File: src/pom_pkg.sv
// Package for the perturb-and-observe MPPT block.
// Holds field widths, register indexes and register reset values.
// No dependencies.
package pom_pkg;

  // Field widths
  localparam int unsigned VoltW  = 16;
  localparam int unsigned CurrW  = 16;
  localparam int unsigned PowW   = 32;
  localparam int unsigned StepW  = 10;
  localparam int unsigned CfgIdxW = 3;
  localparam int unsigned CfgDatW = 32;

  // Configuration register indexes
  localparam logic [CfgIdxW-1:0] REG_UPDATE_PERIOD = 3'd0;
  localparam logic [CfgIdxW-1:0] REG_STEP_MV       = 3'd1;
  localparam logic [CfgIdxW-1:0] REG_KICK_MV       = 3'd2;
  localparam logic [CfgIdxW-1:0] REG_POWER_THR_UW  = 3'd3;
  localparam logic [CfgIdxW-1:0] REG_VREF_MAX_MV   = 3'd4;
  localparam logic [CfgIdxW-1:0] REG_VREF_MIN_MV   = 3'd5;

  // Register and state reset values
  localparam logic [15:0]      RST_UPDATE_PERIOD = 16'd5000;
  localparam logic [StepW-1:0] RST_STEP_MV       = 10'd50;
  localparam logic [StepW-1:0] RST_KICK_MV       = 10'd10;
  localparam logic [PowW-1:0]  RST_POWER_THR_UW  = 32'd500000;
  localparam logic [VoltW-1:0] RST_VREF_MAX_MV   = 16'd20000;
  localparam logic [VoltW-1:0] RST_VREF_MIN_MV   = 16'd5000;
  localparam logic [VoltW-1:0] RST_VREF_MV       = 16'd18000;

  // Signed width of the reference adjustment: 16-bit value +/- 10-bit step
  localparam int unsigned AdjW = VoltW + 2;

endpackage

File: src/pom_if.sv
// Channel interfaces for the perturb-and-observe MPPT block:
// panel sample input, reference output and configuration write.
// Depends on pom_pkg.
interface pom_in_if import pom_pkg::*; ();
  logic             valid;
  logic             ready;
  logic [VoltW-1:0] pv_voltage_mv;
  logic [CurrW-1:0] pv_current_ma;

  modport source (output valid, output pv_voltage_mv, output pv_current_ma, input ready);
  modport sink (input valid, input pv_voltage_mv, input pv_current_ma, output ready);
endinterface

interface pom_out_if import pom_pkg::*; ();
  logic             valid;
  logic             ready;
  logic [VoltW-1:0] vref_out_mv;

  modport source (output valid, output vref_out_mv, input ready);
  modport sink (input valid, input vref_out_mv, output ready);
endinterface

interface pom_cfg_if import pom_pkg::*; ();
  logic               valid;
  logic               ready;
  logic [CfgIdxW-1:0] index;
  logic [CfgDatW-1:0] data;

  modport source (output valid, output index, output data, input ready);
  modport sink (input valid, input index, input data, output ready);
endinterface

File: src/perturb_observe_mppt.sv
// Perturb-and-observe maximum power point tracker. One panel sample beat in
// gives one reference voltage beat out, from the output register: the input
// register holds the sample, and the voltage x current product, tick counter,
// tracking decision and clamp all run between it and the output register.
// Both registers advance while the output register is empty or being taken,
// so a sample can be taken on every clock then; throughput is one beat per
// cycle while the output side keeps up. The first sample after reset loads
// the reference with the sampled voltage, unclamped unless it is an update.
// Configuration writes are taken at any time (cfg ready is always high) but
// should be made while no beat is in flight. Depends on pom_pkg and pom_if.
module perturb_observe_mppt
  import pom_pkg::*;
(
  input  logic clk,
  input  logic rst_n,
  pom_in_if.sink    in_bus,
  pom_out_if.source out_bus,
  pom_cfg_if.sink   cfg_bus
);

  // Configuration registers
  logic [15:0]      period_r;
  logic [StepW-1:0] step_r;
  logic [StepW-1:0] kick_r;
  logic [PowW-1:0]  thr_r;
  logic [VoltW-1:0] vmax_r;
  logic [VoltW-1:0] vmin_r;

  // Tracking state
  logic [15:0]      tick_r,  tick_nxt;
  logic [PowW-1:0]  lpow_r,  lpow_nxt;
  logic [VoltW-1:0] lvolt_r, lvolt_nxt;
  logic [VoltW-1:0] vref_r,  vref_nxt;
  logic             started_r;

  // Pipeline
  logic             s1_vld_r;
  logic [VoltW-1:0] s1_volt_r;
  logic [CurrW-1:0] s1_cur_r;
  logic             out_vld_r;
  logic [VoltW-1:0] out_vref_r;

  logic adv;
  logic in_fire;
  logic s2_fire;
  logic cfg_fire;

  logic [PowW-1:0]        pow;
  logic [16:0]            tick_inc;
  logic                   upd;
  logic [VoltW-1:0]       base;
  logic signed [AdjW-1:0] adj;
  logic signed [AdjW-1:0] clamp_hi;
  logic signed [AdjW-1:0] smax;
  logic signed [AdjW-1:0] smin;
  logic                   dp_pos;
  logic                   dv_pos;

  // Handshake
  assign adv      = !out_vld_r || out_bus.ready;
  assign in_bus.ready = !s1_vld_r || adv;
  assign in_fire  = in_bus.valid && in_bus.ready;
  assign s2_fire  = s1_vld_r && adv;
  assign cfg_bus.ready = 1'b1;
  assign cfg_fire = cfg_bus.valid;

  assign out_bus.valid       = out_vld_r;
  assign out_bus.vref_out_mv = out_vref_r;

  // Configuration writes; unknown indexes are dropped
  always_ff @(posedge clk) begin
    if (!rst_n) begin
      period_r <= RST_UPDATE_PERIOD;
      step_r   <= RST_STEP_MV;
      kick_r   <= RST_KICK_MV;
      thr_r    <= RST_POWER_THR_UW;
      vmax_r   <= RST_VREF_MAX_MV;
      vmin_r   <= RST_VREF_MIN_MV;
    end else if (cfg_fire) begin
      case (cfg_bus.index)
        REG_UPDATE_PERIOD: period_r <= cfg_bus.data[15:0];
        REG_STEP_MV:       step_r   <= cfg_bus.data[StepW-1:0];
        REG_KICK_MV:       kick_r   <= cfg_bus.data[StepW-1:0];
        REG_POWER_THR_UW:  thr_r    <= cfg_bus.data[PowW-1:0];
        REG_VREF_MAX_MV:   vmax_r   <= cfg_bus.data[VoltW-1:0];
        REG_VREF_MIN_MV:   vmin_r   <= cfg_bus.data[VoltW-1:0];
        default: ;
      endcase
    end
  end

  // Stage 1: register the sample
  always_ff @(posedge clk) begin
    if (!rst_n) begin
      s1_vld_r <= 1'b0;
    end else if (in_bus.ready) begin
      s1_vld_r <= in_bus.valid;
    end
  end

  always_ff @(posedge clk) begin
    if (in_fire) begin
      s1_volt_r <= in_bus.pv_voltage_mv;
      s1_cur_r  <= in_bus.pv_current_ma;
    end
  end

  // Stage 2: power product, tick counter, P&O decision and clamp
  always_comb begin
    pow      = {16'd0, s1_volt_r} * {16'd0, s1_cur_r};
    tick_inc = {1'b0, tick_r} + 17'd1;
    upd      = tick_inc >= {1'b0, period_r};
    base     = started_r ? vref_r : s1_volt_r;
    dp_pos   = pow > lpow_r;
    dv_pos   = s1_volt_r > lvolt_r;
    smax     = $signed({2'b00, vmax_r});
    smin     = $signed({2'b00, vmin_r});

    if (pow > thr_r) begin
      if (dp_pos == dv_pos) begin
        adj = $signed({2'b00, base}) + $signed({8'd0, step_r});
      end else begin
        adj = $signed({2'b00, base}) - $signed({8'd0, step_r});
      end
    end else begin
      adj = $signed({2'b00, base}) - $signed({8'd0, kick_r});
    end

    // max clamp first, min clamp last
    clamp_hi = (adj > smax) ? smax : adj;

    if (upd) begin
      vref_nxt  = (clamp_hi < smin) ? vmin_r : clamp_hi[VoltW-1:0];
      lpow_nxt  = pow;
      lvolt_nxt = s1_volt_r;
      tick_nxt  = 16'd0;
    end else begin
      vref_nxt  = base;
      lpow_nxt  = lpow_r;
      lvolt_nxt = lvolt_r;
      tick_nxt  = tick_inc[15:0];
    end
  end

  always_ff @(posedge clk) begin
    if (!rst_n) begin
      tick_r    <= '0;
      lpow_r    <= '0;
      lvolt_r   <= '0;
      vref_r    <= RST_VREF_MV;
      started_r <= 1'b0;
    end else if (s2_fire) begin
      tick_r    <= tick_nxt;
      lpow_r    <= lpow_nxt;
      lvolt_r   <= lvolt_nxt;
      vref_r    <= vref_nxt;
      started_r <= 1'b1;
    end
  end

  // Output register
  always_ff @(posedge clk) begin
    if (!rst_n) begin
      out_vld_r <= 1'b0;
    end else if (adv) begin
      out_vld_r <= s1_vld_r;
    end
  end

  always_ff @(posedge clk) begin
    if (s2_fire) begin
      out_vref_r <= vref_nxt;
    end
  end

  // Checks
  a_min_clamp: assert property (@(posedge clk) disable iff (!rst_n)
    s2_fire && upd |-> vref_nxt >= vmin_r)
    else $error("reference below lower limit after update");

  a_max_clamp: assert property (@(posedge clk) disable iff (!rst_n)
    s2_fire && upd && (vmin_r <= vmax_r) |-> vref_nxt <= vmax_r)
    else $error("reference above upper limit after update");

  a_tick_step: assert property (@(posedge clk) disable iff (!rst_n)
    s2_fire |=> (tick_r == 16'd0) || (tick_r == $past(tick_r) + 16'd1))
    else $error("tick counter jumped");

  a_stall_full: assert property (@(posedge clk) disable iff (!rst_n)
    !in_bus.ready |-> s1_vld_r && out_vld_r && !out_bus.ready)
    else $error("input stalled with room in the pipeline");

  a_out_from_s1: assert property (@(posedge clk) disable iff (!rst_n)
    $rose(out_vld_r) |-> $past(s1_vld_r))
    else $error("result beat without a stage 1 beat");

endmodule
File: src/flat_wrapper.sv
// flat-port wrapper written by rule: the top's interface ports become plain ports
module perturb_observe_mppt_flat import pom_pkg::*;
  (clk, rst_n, in_bus_valid, in_bus_pv_voltage_mv, in_bus_pv_current_ma, in_bus_ready, out_bus_valid, out_bus_vref_out_mv, out_bus_ready, cfg_bus_valid, cfg_bus_index, cfg_bus_data, cfg_bus_ready);
  pom_in_if in_bus_i ();
  pom_out_if out_bus_i ();
  pom_cfg_if cfg_bus_i ();
  input  logic clk;
  input  logic rst_n;
  input wire logic [$bits(in_bus_i.valid)-1:0] in_bus_valid;
  input wire logic [$bits(in_bus_i.pv_voltage_mv)-1:0] in_bus_pv_voltage_mv;
  input wire logic [$bits(in_bus_i.pv_current_ma)-1:0] in_bus_pv_current_ma;
  output wire logic [$bits(in_bus_i.ready)-1:0] in_bus_ready;
  output wire logic [$bits(out_bus_i.valid)-1:0] out_bus_valid;
  output wire logic [$bits(out_bus_i.vref_out_mv)-1:0] out_bus_vref_out_mv;
  input wire logic [$bits(out_bus_i.ready)-1:0] out_bus_ready;
  input wire logic [$bits(cfg_bus_i.valid)-1:0] cfg_bus_valid;
  input wire logic [$bits(cfg_bus_i.index)-1:0] cfg_bus_index;
  input wire logic [$bits(cfg_bus_i.data)-1:0] cfg_bus_data;
  output wire logic [$bits(cfg_bus_i.ready)-1:0] cfg_bus_ready;
  assign in_bus_i.valid = in_bus_valid;
  assign in_bus_i.pv_voltage_mv = in_bus_pv_voltage_mv;
  assign in_bus_i.pv_current_ma = in_bus_pv_current_ma;
  assign in_bus_ready = in_bus_i.ready;
  assign out_bus_valid = out_bus_i.valid;
  assign out_bus_vref_out_mv = out_bus_i.vref_out_mv;
  assign out_bus_i.ready = out_bus_ready;
  assign cfg_bus_i.valid = cfg_bus_valid;
  assign cfg_bus_i.index = cfg_bus_index;
  assign cfg_bus_i.data = cfg_bus_data;
  assign cfg_bus_ready = cfg_bus_i.ready;
  perturb_observe_mppt u_core (.clk(clk), .rst_n(rst_n), .in_bus(in_bus_i), .out_bus(out_bus_i), .cfg_bus(cfg_bus_i));
endmodule
File: config.mk
export PLATFORM = sky130hd
export DESIGN_NAME = perturb_observe_mppt_flat
export DESIGN_NICKNAME = d
export VERILOG_FILES = /design/src/pom_pkg.sv /design/src/pom_if.sv /design/src/perturb_observe_mppt.sv /design/src/flat_wrapper.sv
export SDC_FILE = /design/constraint.sdc
export NUM_CORES = 1
export LEC_CHECK = 0
export ABC_CLOCK_PERIOD_IN_PS = 34600
export BUFFER_PORTS_ARGS = -buffer_cell sky130_fd_sc_hd__clkbuf_2
export CELL_PAD_IN_SITES_DETAIL_PLACEMENT = 0
export CELL_PAD_IN_SITES_GLOBAL_PLACEMENT = 1
export CORE_MARGIN = 3
export CORE_UTILIZATION = 53
export CTS_CLUSTER_DIAMETER = 60
export DETAILED_ROUTE_END_ITERATION = 12
export GPL_ROUTABILITY_DRIVEN = 0
export GPL_TIMING_DRIVEN = 0
export MAX_ROUTING_LAYER = met4
export PLACE_DENSITY_LB_ADDON = 0.15
export SLEW_MARGIN = 0
export SYNTH_ARGS = -nofsm -noshare
export SYNTH_HDL_FRONTEND = slang
export SYNTH_SLANG_ARGS = --single-unit
File: constraint.sdc
create_clock -name clk -period 34.6 [get_ports clk]
set_clock_uncertainty 0.05 [all_clocks]
set_input_delay 1.73 -clock clk [delete_from_list [all_inputs] [get_ports clk]]
set_output_delay 1.73 -clock clk [all_outputs]
set_load 0.02 [all_outputs]
==> impl_metrics.json, run 1 <==
{
  "cts_num_sinks": 231,
  "synth_seq_cells": 231,
  "endpoint_kind": "flop",
  "syn_area_per_cell_um2": 8.47,
  "dieHeight_um": 213,
  "synthArstFlopShare_pct": 0,
  "synth_edf_count": 48,
  "post_cts_resized": 0,
  "fmax_mhz": 59.4,
  "postCtsSetupRepairBufs": 0,
  "setup_viol": 0,
  "h-tree-depth": 2,
  "top_regs": "u_core.lpow_r: 32 flops, u_core.thr_r: 32 flops",
  "drt_pass1_iterations": 7,
  "crit_type": "reg2reg",
  "wirelength_um": 68100,
  "synth_ff_type": "dfxtp_1",
  "period_share_pct": 48.6,
  "min_path_type": "reg2reg",
  "synth_cell_types": 77,
  "clock_latency_ns": 0.56,
  "grt_max_degree": 33,
  "wl_per_cell_um": 20.3,
  "grt_pass1_wl_um": 107000,
  "holdBufCountCts": 0,
  "status": "finished, final reports clean",
  "rsz0062_at_grt": "false",
  "initialDrtViolationCount": 1007,
  "crit_required_ns": 35.00,
  "start_kind": "flop",
  "crit_top_cell": "a21o_1",
  "fp.dieArea_mm2": 0.0453,
  "slew_headroom_pct": 28.2,
  "cp_num_buf_inv": 7,
  "grt_overflow": 0,
  "critPathMaxStageDelay_ns": 0.71,
  "drv_cap": 0,
  "cp_top_family": "compound AO/OA/AOI/OAI gates",
  "cts_buffers": 34,
  "antenna_found_initial": 2,
  "post-route-drc-count": 0,
  "syn_area_mm2": 0.0227,
  "row_count": 75,
  "finalHoldViolCount": 0,
  "vias_per_cell": 5.63,
  "critPathMaxFanout": 10,
  "cts-root-buf": "clkbuf_16",
  "layout-drive-gt1-share_pct": 7.05,
  "grt_pass1_vias": 19200,
  "cts_tree": "done",
  "die_w_um": 213,
  "nets": 3334,
  "seq_area_frac_synth_pct": 22.5,
  "core_area_mm2": 0.0420,
  "clock_path_buffers": 3,
  "fin_crit_ns": 16.83,
  "clkSlewWorstSetupHoldPaths_ns": 0.06,
  "gr-usage-all-layers_pct": 31.7,
  "numPortBuffers": 88,
  "postSynthCellCount": 2675,
  "cp.arrival_ns": 17.23,
  "area_growth_pct": 10.1,
  "yosysWarnings": 0,
  "synth_fp_nets": 3210,
  "initial_utilization_pct": 53.9,
  "slowest_stage": "clkbuf_1",
  "ios": 91,
  "ant_nets": 0,
  "final_max_slew_viol_count": 0,
  "via_count": 18900,
  "tightest_slew_ns": 1.07,
  "finalSetupTns_ns": 0,
  "place.detailed.hpwl_um": 54800
}
==> path summary, 6_finish.rpt <==
| kind | slack, ns | cells after the start | end | from |
|---|---|---|---|---|
| setup reg to reg | 17.77 | 56 | u_core.vref_r[14] | u_core.s1_volt_r[0] |
| hold / removal | 0.40 | 2 | u_core.lpow_r[23] | u_core.lpow_r[23] |
| setup / recovery | 17.77 | 56 | u_core.vref_r[14] | u_core.s1_volt_r[0] |
| hold reg to reg | 0.40 | 2 | u_core.lpow_r[23] | u_core.lpow_r[23] |
==> cell usage after synthesis (all sizes together), types with 14 or more instances <==
| library cell | instances | share of area [%] |
|---|---|---|
| a21o | 31 | 1.0 |
| nand3 | 48 | 1.1 |
| ha | 266 | 15 |
| dfxtp | 183 | 16 |
| a21oi | 88 | 1.9 |
| o21a | 14 | 0.46 |
| nor3 | 20 | 0.44 |
| o211ai | 40 | 1.3 |
| inv | 406 | 6.7 |
| and2 | 128 | 3.5 |
| a21boi | 128 | 4.2 |
| a31oi | 17 | 0.50 |
| xnor2 | 46 | 1.8 |
| nor2b | 20 | 0.55 |
| fa | 197 | 17 |
| o21ai | 81 | 1.9 |
| nor2 | 73 | 1.2 |
| xor2 | 20 | 0.77 |
| nand4 | 25 | 0.69 |
| nand2 | 511 | 8.5 |
| mux2 | 26 | 1.3 |
| clkbuf | 101 | 1.7 |
| edfxtp | 48 | 6.4 |
==> worst register-to-register path: cells and delay by family (launching register included) <==
kind | cells | cell delay [ns]
AOI/OAI and AO/OA | 29 | 7.30
xor gates and xnor gates | 1 | 0.25
adders and majority gates | 10 | 4.53
buffers and inverters | 7 | 2.09
DFF | 1 | 0.42
muxes | 2 | 0.55
and+or+nand+nor | 7 | 1.51
==> cells by family (layout without fill, tap and decap cells) <==
kind of cell | after synthesis | after routing | synth area share [%]
other | 1 | 2 | 0.0166
adder cells (fa/ha/maj) | 463 | 463 | 32.1
buffers and inverters | 516 | 664 | 8.61
AO/OA/AOI/OAI | 485 | 485 | 14.9
XOR/XNOR | 66 | 66 | 2.55
flip-flops | 231 | 231 | 22.5
multiplexers | 37 | 37 | 1.79
AND/OR/NAND/NOR | 876 | 876 | 17.5
==> routing by layer <==
metal	routed length, um	track usage, %	vias to the layer above	share of wire, %
li1	-	-	9007	-
met1	27000	37.1	9182	40
met2	33600	54.4	591	49
met3	4240	4.75	166	6.2
met4	3290	13.6	0	4.8
met5	0	-	-	0
==> cells in the final DEF, fill, tap and decap left out, types with 12 or more instances in the layout <==
cell / n
a21o_1: 31
clkbuf_2: 89
a21oi_1: 88
o21ai_0: 77
nand3_1: 47
nand4_1: 25
ha_1: 266
mux2_2: 24
o211ai_1: 40
o21a_1: 14
clkbuf_1: 104
xor2_1: 20
xnor2_1: 46
clkbuf_16: 35
a211oi_1: 12
nor3_1: 20
dfxtp_1: 183
fa_1: 197
nor2b_1: 20
inv_1: 406
nor2_1: 73
nand2_1: 510
edfxtp_1: 48
a31oi_1: 16
and2_1: 127
a21boi_0: 128
==> stage by stage <==
stage | setup WS, ns | utilization (%) | hold slack [ns] | instances | instance area [um2]
after floorplan | 21.16 | - | 0.380 | 2675 | 22700
after global placement | 17.90 | 56.5 | 0.388 | 3302 | 23800
after global routing | 17.06 | 59.3 | 0.412 | 3362 | 24900
final | 17.77 | 59.3 | 0.402 | 3363 | 24900
after CTS | 17.87 | 59.3 | 0.402 | 3362 | 24900
after detailed placement | 17.95 | 56.5 | 0.395 | 3302 | 23800
==> area by class of cell <==
type	count	area, um2
inverters	406	1520
fillers	3851	17100
well taps	539	674
clock buffers	42	932
flip-flops and latches	231	5100
plain buffers	110	429
repair buffers	88	440
diodes	1	2.50
multi-input cells	1928	15600
clock inverters	18	231
Power of run 1 is left out: the tool's default activity adds up to more than one toggle a clock period on the data nets, which glitch-free logic cannot reach.
==> run 2: changes to the inputs <==
--- a/config.mk
+++ b/config.mk
@@ -5,12 +5,13 @@
 export SDC_FILE = /design/constraint.sdc
 export NUM_CORES = 1
 export LEC_CHECK = 0
-export ABC_CLOCK_PERIOD_IN_PS = 34600
+export ABC_AREA = 1
+export ABC_CLOCK_PERIOD_IN_PS = 16900
 export BUFFER_PORTS_ARGS = -buffer_cell sky130_fd_sc_hd__clkbuf_2
 export CELL_PAD_IN_SITES_DETAIL_PLACEMENT = 0
 export CELL_PAD_IN_SITES_GLOBAL_PLACEMENT = 1
 export CORE_MARGIN = 3
-export CORE_UTILIZATION = 53
+export CORE_UTILIZATION = 48
 export CTS_CLUSTER_DIAMETER = 60
 export DETAILED_ROUTE_END_ITERATION = 12
 export GPL_ROUTABILITY_DRIVEN = 0
==> constraint.sdc (replaced) <==
create_clock -name clk -period 16.9 [get_ports clk]
set_clock_uncertainty 0.05 [all_clocks]
set_input_delay 0.845 -clock clk [delete_from_list [all_inputs] [get_ports clk]]
set_output_delay 0.845 -clock clk [all_outputs]
set_load 0.02 [all_outputs]
==> impl_metrics.json, run 2 <==
{
  "yosysWarnings": 0,
  "ios": 91,
  "grt_use_met1_pct": 42.7,
  "grt_pass1_vias": 19800,
  "fmax_mhz": 68.8,
  "initialDrtViolationCount": 1663,
  "met3_usage_pct": 3.78,
  "ys_top_cells_by_count": "661 x inv_1, 643 x nand2_1, 266 x ha_1, 245 x a21oi_1, 197 x fa_1",
  "synth_edf_count": 48,
  "critPathMaxFanout": 10,
  "die_w_um": 225,
  "mostFrequentLayoutCells": "660 x inv_1, 643 x nand2_1, 266 x ha_1",
  "grt_max_degree": 33,
  "crit_top_cell": "nand2_1",
  "cp_num_buf_inv": 13,
  "critPathMaxStageDelay_ns": 0.69,
  "numPortBuffers": 88,
  "synth_top_area_cell": "fa_1",
  "antenna_found_initial": 2,
  "post-route-drc-count": 0,
  "cp_top_family": "adder cells",
  "final_area_mm2": 0.0255,
  "synthAdderAreaFrac_pct": 31.5,
  "fp.dieArea_mm2": 0.0507,
  "min_path_type": "reg2reg",
  "finalHoldViolCount": 0,
  "syn_area_mm2": 0.0231,
  "synth_cell_types": 54,
  "slew_headroom_pct": 32.5,
  "rsz0062_at_grt": "false",
  "synthMuxAreaShare_pct": 0,
  "top_usage_layer": "met2",
  "grt_pass1_wl_um": 111000,
  "fin_crit_ns": 14.54,
  "endpoint_kind": "flop",
  "final_common_cell": "inv_1",
  "h-tree-depth": 2,
  "synth_ff_type": "dfxtp_1",
  "initial_utilization_pct": 49.0,
  "grt_overflow": 0,
  "postSynthCellCount": 3042,
  "synth_fp_nets": 3577,
  "status": "finished, final reports clean",
  "cts_num_sinks": 231,
  "holdBufCountCts": 0,
  "cts-root-buf": "clkbuf_16",
  "synth.area.top_cells": "fa_1 17%, dfxtp_1 16%, ha_1 14%",
  "period_share_pct": 86.0,
  "finalSetupTns_ns": 0,
  "synth_top_area_share_pct": 17.1,
  "slowest_stage": "clkbuf_1",
  "layout-drive-gt1-share_pct": 7.49,
  "synth_seq_cells": 231,
  "clock_latency_ns": 0.57,
  "vias_per_cell": 5.33,
  "start_kind": "flop",
  "synth-xor-area-share_pct": 2.62,
  "nets": 3702,
  "area_growth_pct": 10.7,
  "drt_pass1_iterations": 5,
  "syn_area_per_cell_um2": 7.58,
  "cts_buffers": 35,
  "clock_path_buffers": 3,
  "place.detailed.hpwl_um": 57700,
  "drv_cap": 0,
  "cts_tree": "done",
  "final_core_util_pct": 54.3,
  "synthSimpleGateAreaFrac_pct": 17.2,
  "synth_top_family_by_area": "adder cells",
  "dieHeight_um": 225,
  "via_count": 20200,
  "postCtsSetupRepairBufs": 0,
  "post_cts_resized": 0,
  "crit_required_ns": 17.15,
  "cp.arrival_ns": 14.79,
  "wl_per_cell_um": 18.7,
  "clkSlewWorstSetupHoldPaths_ns": 0.06,
  "core_area_mm2": 0.0471,
  "synthArstFlopShare_pct": 0,
  "post-synth-top-count-cell": "inv_1",
  "seq_area_frac_synth_pct": 22.1,
  "synth_compound_area_share_pct": 13.0,
  "place_area_mm2": 0.0243,
  "final_max_slew_viol_count": 0,
  "top_regs": "u_core.lpow_r: 32 flops, u_core.thr_r: 32 flops",
  "tightest_slew_ns": 1.00,
  "gr-usage-all-layers_pct": 29.2,
  "ant_nets": 0,
  "row_count": 79,
  "setup_viol": 0,
  "crit_type": "reg2reg",
  "gr-usage-met2_pct": 43.3,
  "wirelength_um": 71100
}
## run 2: cell count changes after synthesis, moves of 15 or more
cell,before,now
and2_1,128,1
a21oi_1,88,245
o21ai_0,77,176
nand2_1,510,643
mux2_2,24,0
nor2_1,73,105
a21boi_0,128,1
inv_1,406,661
xor2_1,20,53
nor2b_1,20,0
xnor2_1,46,16
nand3_1,47,100
nand2_2,1,16
a21o_1,31,7
## run 2: cell families after synthesis
kind of cell	count (synthesis)
fa+ha+maj	463
flops	231
simple gates	939
buf+inv	807
other cells	1
xor+xnor	69
compound gates	532
## run 2: cell type report
class | count | area [um2]
antenna | 1 | 2.50
buffer | 136 | 607
clock buffer | 45 | 955
clock inverter | 17 | 304
fill | 4536 | 21500
inverter | 671 | 2520
multi-input combinational | 2004 | 14800
sequential | 231 | 5100
tap | 607 | 759
timing repair buffer | 88 | 440
## run 2: through the flow
step	hold slack [ns]	worst slack, ns	instances
after floorplan	0.382	6.08	3042
after global placement	0.395	2.67	3737
after detailed placement	0.401	2.63	3737
after CTS	0.390	2.56	3799
after global routing	0.406	1.67	3800
final	0.406	2.36	3800
## run 2: metal layers
| layer | part of all wire (%) | wire length (um) |
|---|---|---|
| met1 | 48 | 33900 |
| met2 | 43 | 30600 |
| met3 | 7.2 | 5100 |
| met4 | 2.1 | 1490 |
| met5 | 0 | 0 |
## run 2: worst paths after layout
path | start | to | slack [ns] | cells past startpoint
worst min-delay path | u_core.lvolt_r[12] | u_core.lvolt_r[12] | 0.41 | 2
worst max-delay path | u_core.s1_volt_r[9] | u_core.out_bus.vref_out_mv[15] | 2.36 | 65
worst min register to register | u_core.lvolt_r[12] | u_core.lvolt_r[12] | 0.41 | 2
worst max register to register | u_core.s1_volt_r[9] | u_core.out_bus.vref_out_mv[15] | 2.36 | 65
## run 2: worst reg2reg max path, delay by kind of cell (launching register included)
| kind | cells | cell delay (ns) |
|---|---|---|
| buf+inv | 13 | 2.75 |
| compound gates | 15 | 2.90 |
| xor+xnor | 1 | 0.23 |
| simple gates | 26 | 3.53 |
| flops | 1 | 0.38 |
| fa+ha+maj | 10 | 4.50 |
Power of run 2 is left out for the same reason.
